==> config.mk <==
export PLATFORM = sky130hd
export DESIGN_NAME = contact_table_match_unit
export DESIGN_NICKNAME = d
export VERILOG_FILES = /design/src/sv/ctm_pkg.sv /design/src/sv/ctm_entry_mem.sv /design/src/sv/ctm_match.sv /design/src/sv/contact_table_match_unit.sv
export SDC_FILE = /design/constraint.sdc
export NUM_CORES = 2
export LEC_CHECK = 0
export BUFFER_PORTS_ARGS = -buffer_cell sky130_fd_sc_hd__buf_2
export CAP_MARGIN = 20
export CELL_PAD_IN_SITES_DETAIL_PLACEMENT = 1
export CELL_PAD_IN_SITES_GLOBAL_PLACEMENT = 2
export CORE_ASPECT_RATIO = 0.8
export CORE_MARGIN = 2
export CORE_UTILIZATION = 52
export DETAILED_ROUTE_END_ITERATION = 8
export PLACE_DENSITY = 0.92
export SYNTH_ARGS = -nofsm -noshare
export SYNTH_HDL_FRONTEND = slang
export SYNTH_SLANG_ARGS = --single-unit
==> constraint.sdc <==
create_clock -name clk -period 5.17 [get_ports clk]
set_input_delay 0.7755 -clock clk [delete_from_list [all_inputs] [get_ports clk]]
set_output_delay 0.7755 -clock clk [all_outputs]
set_load 0.03 [all_outputs]
==> src/sv/ctm_pkg.sv <==
package ctm_pkg;

  localparam int DIG_BITS = 36;
  localparam int CNT_BITS = 4;
  localparam int KEY_BITS = 4;
  localparam int IDX_BITS = 5;
  localparam int STS_BITS = 3;

  localparam logic [1:0] CMD_ADD      = 2'd0;
  localparam logic [1:0] CMD_FIND_NUM = 2'd1;
  localparam logic [1:0] CMD_FIND_KEY = 2'd2;

  localparam logic [STS_BITS-1:0] STS_OK        = 3'd0;
  localparam logic [STS_BITS-1:0] STS_NOT_FOUND = 3'd1;
  localparam logic [STS_BITS-1:0] STS_FULL      = 3'd2;
  localparam logic [STS_BITS-1:0] STS_DUP       = 3'd3;
  localparam logic [STS_BITS-1:0] STS_KEY       = 3'd4;

  localparam logic [KEY_BITS-1:0] NO_KEY  = 4'hF;
  localparam logic [KEY_BITS-1:0] MAX_KEY = 4'd9;

  typedef enum logic [1:0] {
    S_IDLE,
    S_SCAN,
    S_DONE
  } ctm_state_t;

  typedef struct packed {
    logic [DIG_BITS-1:0] digits;
    logic [CNT_BITS-1:0] count;
    logic [KEY_BITS-1:0] key;
  } ctm_entry_t;

  typedef struct packed {
    logic [1:0] cmd;
    ctm_entry_t ent;
    logic       key_bad;
  } ctm_query_t;

  typedef struct packed {
    logic rd_en;
    logic wr_en;
  } ctm_mem_req_t;

  typedef struct packed {
    logic num_hit;
    logic key_hit;
  } ctm_hit_t;

  // Keep the low n nibbles, clear the rest.
  function automatic logic [DIG_BITS-1:0] keep_digits(input logic [DIG_BITS-1:0] d,
                                                      input logic [CNT_BITS-1:0] n);
    logic [DIG_BITS-1:0] m;
    m = '0;
    for (int j = 0; j < DIG_BITS / 4; j++) begin
      if (CNT_BITS'(j) < n) begin
        m[j*4 +: 4] = 4'hF;
      end
    end
    return d & m;
  endfunction

endpackage

==> src/sv/ctm_entry_mem.sv <==
module ctm_entry_mem #(
  parameter int DEPTH = 32,
  parameter int AW    = 5
) (
  input  logic                  clk,
  input  ctm_pkg::ctm_mem_req_t req,
  input  logic [AW-1:0]         rd_addr,
  input  logic [AW-1:0]         wr_addr,
  input  ctm_pkg::ctm_entry_t   wr_data,
  output ctm_pkg::ctm_entry_t   rd_data
);
  import ctm_pkg::*;

  ctm_entry_t mem [DEPTH];
  ctm_entry_t rd_data_r;

  always_ff @(posedge clk) begin
    if (req.wr_en) begin
      mem[wr_addr] <= wr_data;
    end
  end

  always_ff @(posedge clk) begin
    if (req.rd_en) begin
      rd_data_r <= mem[rd_addr];
    end
  end

  assign rd_data = rd_data_r;

endmodule

==> src/sv/ctm_match.sv <==
module ctm_match (
  input  ctm_pkg::ctm_entry_t entry,
  input  ctm_pkg::ctm_entry_t query,
  output ctm_pkg::ctm_hit_t   hit
);
  import ctm_pkg::*;

  // Anonymous numbers (count zero) never match.
  assign hit.num_hit = (query.count != '0) && (entry.count != '0) &&
                       (entry.count == query.count) && (entry.digits == query.digits);
  assign hit.key_hit = (entry.key == query.key);

endmodule

==> src/sv/contact_table_match_unit.sv <==
// Contact table match unit: append-only table of phone numbers and quick-dial keys.
//
// Input channel (in_valid / in_stall): one beat carries a command, the packed BCD
// number, its digit count and a signed quick-dial key. Add appends an entry unless
// the table is full, the number is already stored or the key is taken; the two find
// commands return the lowest matching entry index.
// Output channel (out_valid / out_stall): one beat per input beat, carrying status
// and entry index, in order.
//
// One input beat at a time. The accept edge latches the
// beat; the scan then reads one entry per cycle through the single read port,
// compares it the cycle after, and ends once no read is pending or left to issue.
// A hit ends the scan early, and a beat that needs no scan skips it; the next
// beat is taken in the cycle after the post. in_stall is high from accept
// until the post.
// Reset clears the entry count and all control; the entry memory is left as is,
// since only entries below the count are ever read. No clearing pass is run.
// While the receiver stalls, the output register holds its beat; the next beat
// may be accepted and scanned, and waits at the end of its scan until the
// output register frees up.
module contact_table_match_unit #(
  parameter int MAX_ENTRIES  = 32,
  parameter int MATCH_DIGITS = 9
) (
  input  logic                            clk,
  input  logic                            rst_n,
  input  logic                            in_valid,
  output logic                            in_stall,
  input  logic [1:0]                      in_cmd,
  input  logic [ctm_pkg::DIG_BITS-1:0]    in_number_digits,
  input  logic [ctm_pkg::CNT_BITS-1:0]    in_digit_count,
  input  logic signed [4:0]               in_quick_dial,
  output logic                            out_valid,
  input  logic                            out_stall,
  output logic [ctm_pkg::STS_BITS-1:0]    out_status,
  output logic [ctm_pkg::IDX_BITS-1:0]    out_entry_index
);
  import ctm_pkg::*;

  localparam int CW = $clog2(MAX_ENTRIES + 1);
  localparam int AW = (MAX_ENTRIES > 1) ? $clog2(MAX_ENTRIES) : 1;

  ctm_state_t state_r, state_nxt;
  ctm_query_t q_r, q_nxt;
  logic [CW-1:0] used_r, used_nxt;
  logic [CW-1:0] issue_r, issue_nxt;
  logic          pend_r, pend_nxt;
  logic [AW-1:0] pend_idx_r, pend_idx_nxt;
  logic [STS_BITS-1:0] res_status_r, res_status_nxt;
  logic [AW-1:0] res_idx_r, res_idx_nxt;
  logic          out_valid_r, out_valid_nxt;
  logic [STS_BITS-1:0] out_status_r, out_status_nxt;
  logic [IDX_BITS-1:0] out_index_r, out_index_nxt;

  ctm_mem_req_t mem_req;
  ctm_entry_t   rd_data;
  ctm_hit_t     hit;
  ctm_query_t   in_q;
  logic [CNT_BITS-1:0] in_n;
  logic [4:0]   key_raw;
  logic [KEY_BITS-1:0] find_key;
  logic         deliver;
  logic [AW+IDX_BITS-1:0] idx_ext;

  // Saturate the digit count and mask off nibbles above it.
  always_comb begin
    if ({1'b0, in_digit_count} > 5'(MATCH_DIGITS)) begin
      in_n = CNT_BITS'(MATCH_DIGITS);
    end else begin
      in_n = in_digit_count;
    end
  end

  // Key decode: 0..9 stand as is, -1 is "no key", anything else is bad.
  assign key_raw = in_quick_dial;
  always_comb begin
    find_key = NO_KEY;
    in_q.key_bad = 1'b0;
    if (key_raw <= {1'b0, MAX_KEY}) begin
      find_key = key_raw[KEY_BITS-1:0];
    end else if (key_raw != 5'h1F) begin
      in_q.key_bad = 1'b1;
    end
    in_q.cmd = in_cmd;
    in_q.ent.digits = keep_digits(in_number_digits, in_n);
    in_q.ent.count = in_n;
    // An add with any key outside 0..9 stores no key.
    if (in_cmd == CMD_ADD && in_q.key_bad) begin
      in_q.ent.key = NO_KEY;
    end else begin
      in_q.ent.key = find_key;
    end
  end

  ctm_entry_mem #(
    .DEPTH (MAX_ENTRIES),
    .AW    (AW)
  ) u_mem (
    .clk     (clk),
    .req     (mem_req),
    .rd_addr (issue_r[AW-1:0]),
    .wr_addr (used_r[AW-1:0]),
    .wr_data (q_r.ent),
    .rd_data (rd_data)
  );

  ctm_match u_match (
    .entry (rd_data),
    .query (q_r.ent),
    .hit   (hit)
  );

  assign in_stall = (state_r != S_IDLE);
  assign deliver  = !out_valid_r || !out_stall;

  always_comb begin
    state_nxt      = state_r;
    q_nxt          = q_r;
    used_nxt       = used_r;
    issue_nxt      = issue_r;
    pend_nxt       = 1'b0;
    pend_idx_nxt   = pend_idx_r;
    res_status_nxt = res_status_r;
    res_idx_nxt    = res_idx_r;
    out_valid_nxt  = out_valid_r && out_stall;
    out_status_nxt = out_status_r;
    out_index_nxt  = out_index_r;
    mem_req        = '0;
    idx_ext        = {{IDX_BITS{1'b0}}, res_idx_r};

    case (state_r)
      S_IDLE: begin
        if (in_valid) begin
          q_nxt          = in_q;
          issue_nxt      = '0;
          res_idx_nxt    = '0;
          res_status_nxt = STS_NOT_FOUND;
          state_nxt      = S_SCAN;
          case (in_cmd)
            CMD_ADD: begin
              if (used_r >= CW'(MAX_ENTRIES)) begin
                res_status_nxt = STS_FULL;
                state_nxt      = S_DONE;
              end else begin
                res_status_nxt = STS_OK;
              end
            end
            CMD_FIND_NUM: begin
              state_nxt = S_SCAN;
            end
            CMD_FIND_KEY: begin
              if (in_q.key_bad) begin
                state_nxt = S_DONE;
              end
            end
            default: begin
              state_nxt = S_DONE;
            end
          endcase
        end
      end

      S_SCAN: begin
        // Issue one read per cycle, compare the entry read the cycle before.
        mem_req.rd_en = (issue_r < used_r);
        if (mem_req.rd_en) begin
          issue_nxt    = issue_r + 1'b1;
          pend_nxt     = 1'b1;
          pend_idx_nxt = issue_r[AW-1:0];
        end
        if (pend_r) begin
          case (q_r.cmd)
            CMD_ADD: begin
              if (hit.num_hit) begin
                res_status_nxt = STS_DUP;
                state_nxt      = S_DONE;
              end else if (hit.key_hit && q_r.ent.key != NO_KEY) begin
                res_status_nxt = STS_KEY;
                state_nxt      = S_DONE;
              end
            end
            CMD_FIND_NUM: begin
              if (hit.num_hit) begin
                res_status_nxt = STS_OK;
                res_idx_nxt    = pend_idx_r;
                state_nxt      = S_DONE;
              end
            end
            CMD_FIND_KEY: begin
              if (hit.key_hit) begin
                res_status_nxt = STS_OK;
                res_idx_nxt    = pend_idx_r;
                state_nxt      = S_DONE;
              end
            end
            default: begin
              state_nxt = S_DONE;
            end
          endcase
        end else if (!mem_req.rd_en) begin
          state_nxt = S_DONE;
        end
        // Drop any read still in flight once the scan ends.
        if (state_nxt != S_SCAN) begin
          pend_nxt = 1'b0;
        end
      end

      S_DONE: begin
        // Hold until the output register is free, then post and commit a successful add.
        if (deliver) begin
          if (q_r.cmd == CMD_ADD && res_status_r == STS_OK) begin
            mem_req.wr_en = 1'b1;
            used_nxt      = used_r + 1'b1;
            idx_ext       = {{IDX_BITS{1'b0}}, used_r[AW-1:0]};
          end
          out_valid_nxt  = 1'b1;
          out_status_nxt = res_status_r;
          out_index_nxt  = idx_ext[IDX_BITS-1:0];
          state_nxt      = S_IDLE;
        end
      end

      default: begin
        state_nxt = S_IDLE;
      end
    endcase
  end

  always_ff @(posedge clk) begin
    if (!rst_n) begin
      state_r     <= S_IDLE;
      used_r      <= '0;
      pend_r      <= 1'b0;
      out_valid_r <= 1'b0;
    end else begin
      state_r     <= state_nxt;
      used_r      <= used_nxt;
      pend_r      <= pend_nxt;
      out_valid_r <= out_valid_nxt;
    end
  end

  always_ff @(posedge clk) begin
    q_r          <= q_nxt;
    issue_r      <= issue_nxt;
    pend_idx_r   <= pend_idx_nxt;
    res_status_r <= res_status_nxt;
    res_idx_r    <= res_idx_nxt;
    out_status_r <= out_status_nxt;
    out_index_r  <= out_index_nxt;
  end

  assign out_valid       = out_valid_r;
  assign out_status      = out_status_r;
  assign out_entry_index = out_index_r;

  a_used_bound: assert property (@(posedge clk) disable iff (!rst_n)
    used_r <= CW'(MAX_ENTRIES))
    else $error("entry count beyond table depth");

  a_add_commit: assert property (@(posedge clk) disable iff (!rst_n)
    (state_r == S_DONE && deliver && q_r.cmd == CMD_ADD && res_status_r == STS_OK)
    |=> (used_r == $past(used_r) + 1'b1))
    else $error("successful add did not advance the entry count");

  a_pend_in_scan: assert property (@(posedge clk) disable iff (!rst_n)
    pend_r |-> (state_r == S_SCAN))
    else $error("compare pending outside scan");

  a_full_status: assert property (@(posedge clk) disable iff (!rst_n)
    (out_valid_r && out_status_r == STS_FULL) |-> (used_r == CW'(MAX_ENTRIES)))
    else $error("table full reported while entries remain");

  a_no_write_in_scan: assert property (@(posedge clk) disable iff (!rst_n)
    mem_req.wr_en |-> (state_r == S_DONE && !mem_req.rd_en))
    else $error("entry write outside result post");

endmodule
Word level (Yosys, flattened, before mapping)
Memory sizes are Yosys's and may differ from the RTL's. A register that Yosys moved wholly into a read port is not among the register bits.
Cells that the tools add are included.
{ "word_totals": {"regBits": 83, "latchBits": 0, "mem_bits_rw": 1408, "rom_bits": 0, "in_bits": 51, "out_inout_bits": 10, "word_cells": 138, "memories": 1} }
{ "op_classes": {"addsub": 2, "n_mul": 0, "n_div": 0, "order_cmp": 13, "n_eq_ne": 21, "shifts": 0, "n_mux": 55, "n_bitwise": 4, "reduce_logical": 28} }
{ "mem_list": {"columns": ["memory", "words", "width", "rd", "rd_clocked_by_memory_dff", "wr", "line", "text"], "rows": [
  ["u_mem.mem", 32, 44, 1, 1, 1, "ctm_entry_mem.sv:14", "ctm_entry_t mem [DEPTH];"]
]} }
{ "op_table": {"columns": ["cell", "count"], "rows": [
  ["2-to-1 mux 4 bit", 10],
  ["AND 36 bit", 1],
  ["== test 36 bit", 1],
  ["2-to-1 mux 2 bit", 13],
  ["2-to-1 mux 5 bit", 5],
  ["case mux 5 bit (2 select lines)", 2],
  ["2-to-1 mux 3 bit", 6],
  ["case mux 2 bit (3 select lines)", 3],
  ["< comparator 3 x 4 -> 1 bit, first input constant", 4],
  ["adder 6 x 1 -> 6 bit, second input constant", 2],
  ["2-to-1 mux 6 bit", 2],
  ["case mux 6 bit (2 select lines)", 1],
  ["2-to-1 mux 1 bit", 11],
  ["case mux 3 bit (3 select lines)", 1],
  ["== test 4 bit", 2],
  ["< comparator 1 x 4 -> 1 bit, first input constant", 2],
  ["< comparator 2 x 4 -> 1 bit, first input constant", 2],
  ["!= test 2 bit, second input constant", 4],
  ["!= test 4 bit, second input constant", 2],
  ["AND reduction 2 bit", 4],
  ["nonzero test 4 bit", 2],
  ["logical AND 1 bit", 7],
  ["AND reduction 7 bit", 1],
  ["== test 2 x 1 -> 1 bit, second input constant", 3],
  ["22 further kinds", 32]
]} }

Logic depth before layout (Yosys ltp)
{ "logic_depth": {"depth_word": 10, "mapped_depth": 9, "depth_no_buf": 8} }

Hierarchy
Synthesis repeated with hierarchy kept, for this count alone.
{ "hier_totals": {"hier_cells": 3436, "area_unflattened_um2": 60100.1} }
{ "by_module_without_submodules": {"columns": ["module", "instances", "cells_each", "area_each_um2", "seq_area_each_um2"], "rows": [
  ["ctm_entry_mem", 1, 3090, 55988.7, 43601.8],
  ["contact_table_match_unit", 1, 279, 3579.7, 2392.3],
  ["ctm_match", 1, 67, 531.8, 0.0]
]} }

Worst setup path before layout
No wires, ideal clock.
{ "synth_timing": {"kind": "reg-to-reg", "start": "reg q_r[45] (netlist bit)", "end": "mem u_mem.mem[31][0] (netlist bit), enable pin", "setup_time_ps": 446, "arrival_ps": 3652, "required_ps": 4724, "path_slack_ps": 1072, "path_stages_with_launch": 9, "path_buffers": 1, "period_less_slack_ps": 4098, "path_cell_list": "edfxtp_1 > inv_1 > ha_1 > inv_2 > nor4_4 > and4_1 > buf_2 > nand2_1 > nor2_1"} }
{ "synth_via": {"elab_chain_cells": 7} }
{ "synth_rtl": {"columns": ["item", "line", "text"], "rows": [
  ["from (decl)", "contact_table_match_unit.sv:44", "ctm_query_t q_r, q_nxt;"],
  ["from (signal assigned)", "contact_table_match_unit.sv:245", "q_r <= q_nxt;"],
  ["logical NOT 2 bit", "contact_table_match_unit.sv:212", "if (q_r.cmd == CMD_ADD && res_status_r == STS_OK) begin"],
  ["logical AND 1 bit", "contact_table_match_unit.sv:212", null],
  ["2-to-1 mux 1 bit", "contact_table_match_unit.sv:212", null],
  ["2-to-1 mux 1 bit", "contact_table_match_unit.sv:211", "if (deliver) begin"],
  ["2-to-1 mux 1 bit", "contact_table_match_unit.sv:131", "case (state_r)"],
  ["2-to-1 mux 1 bit", "ctm_entry_mem.sv:18", "if (req.wr_en) begin"],
  ["2-to-1 mux 1 bit (implied by the code)", "ctm_entry_mem.sv:19", "mem[wr_addr] <= wr_data;"],
  ["to (decl)", "ctm_entry_mem.sv:14", null]
]} }
No other way between the ends.

Worst setup path in the final report
{ "layout_timing": {"start": "reg q_r[32] (netlist bit)", "end": "reg res_idx_r[0], enable pin"} }
{ "layout_via": {"elab_chain_cells": 4} }
{ "layout_rtl": {"columns": ["item", "line", "text"], "rows": [
  ["== test 36 bit", "ctm_match.sv:10", "(entry.count == query.count) && (entry.digits == query.digits);"],
  ["logical AND 1 bit", "ctm_match.sv:10", null],
  ["!= test 3 bit (no line)", null, null],
  ["AND reduction 6 bit (no line)", null, null],
  ["to (signal assigned)", "contact_table_match_unit.sv:249", "res_idx_r <= res_idx_nxt;"],
  ["to (decl)", "contact_table_match_unit.sv:50", "logic [AW-1:0] res_idx_r, res_idx_nxt;"]
]} }
No other way between the ends.
A chain may end at the register's enable or synchronous reset.

==> impl_results.md <==
- Final period util: 0.903
- TritonCTS clock tree: built
- Post-CTS sizing: 0
- Slew at the pin closest to its max-slew limit: 1.22 ns
- Met3 Use GR: 0.0670
- Die span in x: 380 microns
- Power Density: 395 mW/mm^2
- Final wirelength: 160 mm
- Largest net degree at the start of global routing: 105
- Clk sinks: 1535
- Synth Flop Type: edfxtp_1
- Max-slew violations: 0
- Share of the yosys chip area belonging to registers: 0.781
- Total die area: 0.116 sq mm
- Hpwl dp: 83.6 mm
- Synth Instances: 2442
- Via Count: 28718
- Antenna-violating nets left: 0
- Final hold vios: 0
- DRC errors left: 0
- Clk slew on worst S/H paths: 0.07 ns
- Layout filler cell count: 9095
- Height of the die: 305 microns
- Fin worst setup slack: 0.501 ns
- Async S/R FF share, synth: 0
- Pre-antenna DRT Iters: 5
- Synthesis Warnings: 0
- H-tree levels: 4
- Crit start category: register
- CTS Buf Count: 144
- Core Region: 0.112 sq mm
- Status: finished, final reports clean
- Post-Syn Area: 0.0589 sq mm
- Post-CTS Setup Bufs: 0
- Yosys top cell by area: edfxtp_1
- Worst min path class: input pin to register
- F_max: 214 MHz
- GRT Util Overall: 0.278
- Buffers on Ports: 60
- Total power: 26.4 mW
- DR iter-0 viols: 4317
- RSZ-0062 raised after global routing: false
- Bufs on Longest Clock Path: 3
- Area Growth Syn to Fin: 13.5%
- Final setup fails: 0
- GRT overflow: 0
- Post-Synthesis Net Count: 2507
- Vias in the first global route: 30470
- Sequential cell area: 0.0460 sq mm
- Post-synth EDFFs: 1525
- Via density: 6.72
- Initial antenna violation count: 3
- #FFs+latches synth: 1535
- Setup Skew: 0.0316 ns
- Min Tclk post-route: 4.67 ns
- Arr. time, crit path: 5.07 ns
- Starting density of the core: 0.524
- Synth cell types: 52
- Max-cap violation count: 0
- Required @ worst endpoint: 5.57 ns
- Max FO, Critical Path: 33
- IO Pins: 61
- Synth top area share: 0.777
- Layout Utilization: 0.595
- Area of the multi-input gates: 0.0126 sq mm
- Syn Area/Cell: 24.1 sq um
- GR peak layer: met2
- Most frequent cells in the layout: 1525 x edfxtp_1, 440 x mux4_2, 147 x clkbuf_16
- Crit Path Category: register to register
- ANT cells: 0
- Leakage: 20.6 nW
- Share of cells above drive strength 1: 0.329
- GP Congestion: 0.826
- Place WS: 0.844 ns
- First-pass GRT wire length: 227 mm
- Commonest non-fill, non-tap cell in the layout: edfxtp_1
- Clk_lat worst skew: 0.79 ns
- Global-route met2 utilization: 0.446
- FP Rows: 110
- Critical path capture point type: register
- Worst vdd ir: 0.371 mV
- Setup tns final: 0 ns
- Slew headroom: 0.186
- Cts hold-fix bufs: 0
- Routed len/inst: 37.4 microns
- Root Buffer: clkbuf_16
- Nets: 2719
- Area contributors post-synth: edfxtp_1 78%, mux4_2 17%, mux2_2 0.94%, xnor2_1 0.61%, clkbuf_1 0.42%
- Grt met1 use: 0.367
layout make-up:
| type | count | share of cell area |
|---|---|---|
| flip-flops and latches | 1535 | 0.688 |
| multi-input cells | 779 | 0.189 |
| clock buffers | 169 | 0.0564 |
| well taps | 1512 | 0.0283 |
| repair buffers | 181 | 0.0253 |
| clock inverters | 86 | 0.0130 |
| inverters | 13 | 0.000730 |
critical path: stages, from the launching register on:
cell and delay, ns:
edfxtp_1 0.79, xnor2_1 0.85, nand4_1 0.35, nor4_1 0.67, nand4_1 0.41, buf_4 0.29
a21o_1 0.19, a221oi_1 0.71
layer usage:
layer  routed length, microns  up-vias
met5                       56        -
met4                     7090        4
met3                    17600      409
met2                    78000     2148
met1                    57100    15294
li1                         -    10863
registers in the layout, summed over array words and instances, names as in the netlist, 2 cells and up:
signal	count
u_mem.rd_data	44
pend_idx_r	5
q_r	46
issue_r	6
used_r	6
out_entry_index	5
out_status	3
res_status_r	3
res_idx_r	5
state_r	2
u_mem.mem	1408
Yosys cell counts (all sizes together) (3+ instances only):
library cell	count
and4	3
and2	19
o22ai	3
buf	49
xnor2	41
mux2	49
nand3	11
a31oi	3
nand4	15
ha	14
dfxtp	10
a21o	3
o21a	3
nor3	3
a21oi	7
clkbuf	66
inv	13
mux4	440
nand2	19
nor2b	31
nand2b	6
edfxtp	1525
o21ai	11
nor2	52
nor4	9
or3	3
xor2	10
where the power goes:
group / switching, mW / internal, mW
clock: 4.71 / 5.99
combinational: 0.975 / 0.782
sequential: 0.0916 / 13.8
total: 5.78 / 20.6
path summary, 6_finish.rpt:
check,slack [ns],depth (start not counted),endpoint,startpoint
min reg2reg,0.52,0,out_status[0]$_DFFE_PP_,res_status_r[0]$_DFFE_PP_
max,0.50,7,res_idx_r[0]$_SDFFCE_PP0P_,q_r[32]$_DFFE_PP_
max reg2reg,0.50,7,res_idx_r[0]$_SDFFCE_PP0P_,q_r[32]$_DFFE_PP_
min,0.26,1,q_r[45]$_DFFE_PP_,in_cmd[0]
per-stage QoR:
| stage | hold WS, ns | instance area (sq um) | cells |
|---|---|---|---|
| after global routing | 0.235 | 66900 | 4275 |
| after floorplan | 0.451 | 58900 | 2442 |
| final | 0.259 | 66900 | 4275 |
| after global placement | 0.487 | 61800 | 4003 |
| after detailed placement | 0.505 | 61800 | 4004 |
| after CTS | 0.197 | 66500 | 4259 |
logic make-up (layout without fill, tap and decap cells):
family / count (synthesis) / count (layout) / synth area share
mux: 490 / 490 / 0.178
xor+xnor: 51 / 51 / 0.00758
buf+inv: 128 / 449 / 0.00964
compound gates: 43 / 43 / 0.00474
fa+ha+maj: 14 / 14 / 0.00297
simple gates: 181 / 181 / 0.0166
flops: 1535 / 1535 / 0.781
Note: power is estimated with default switching activity, not from simulation.
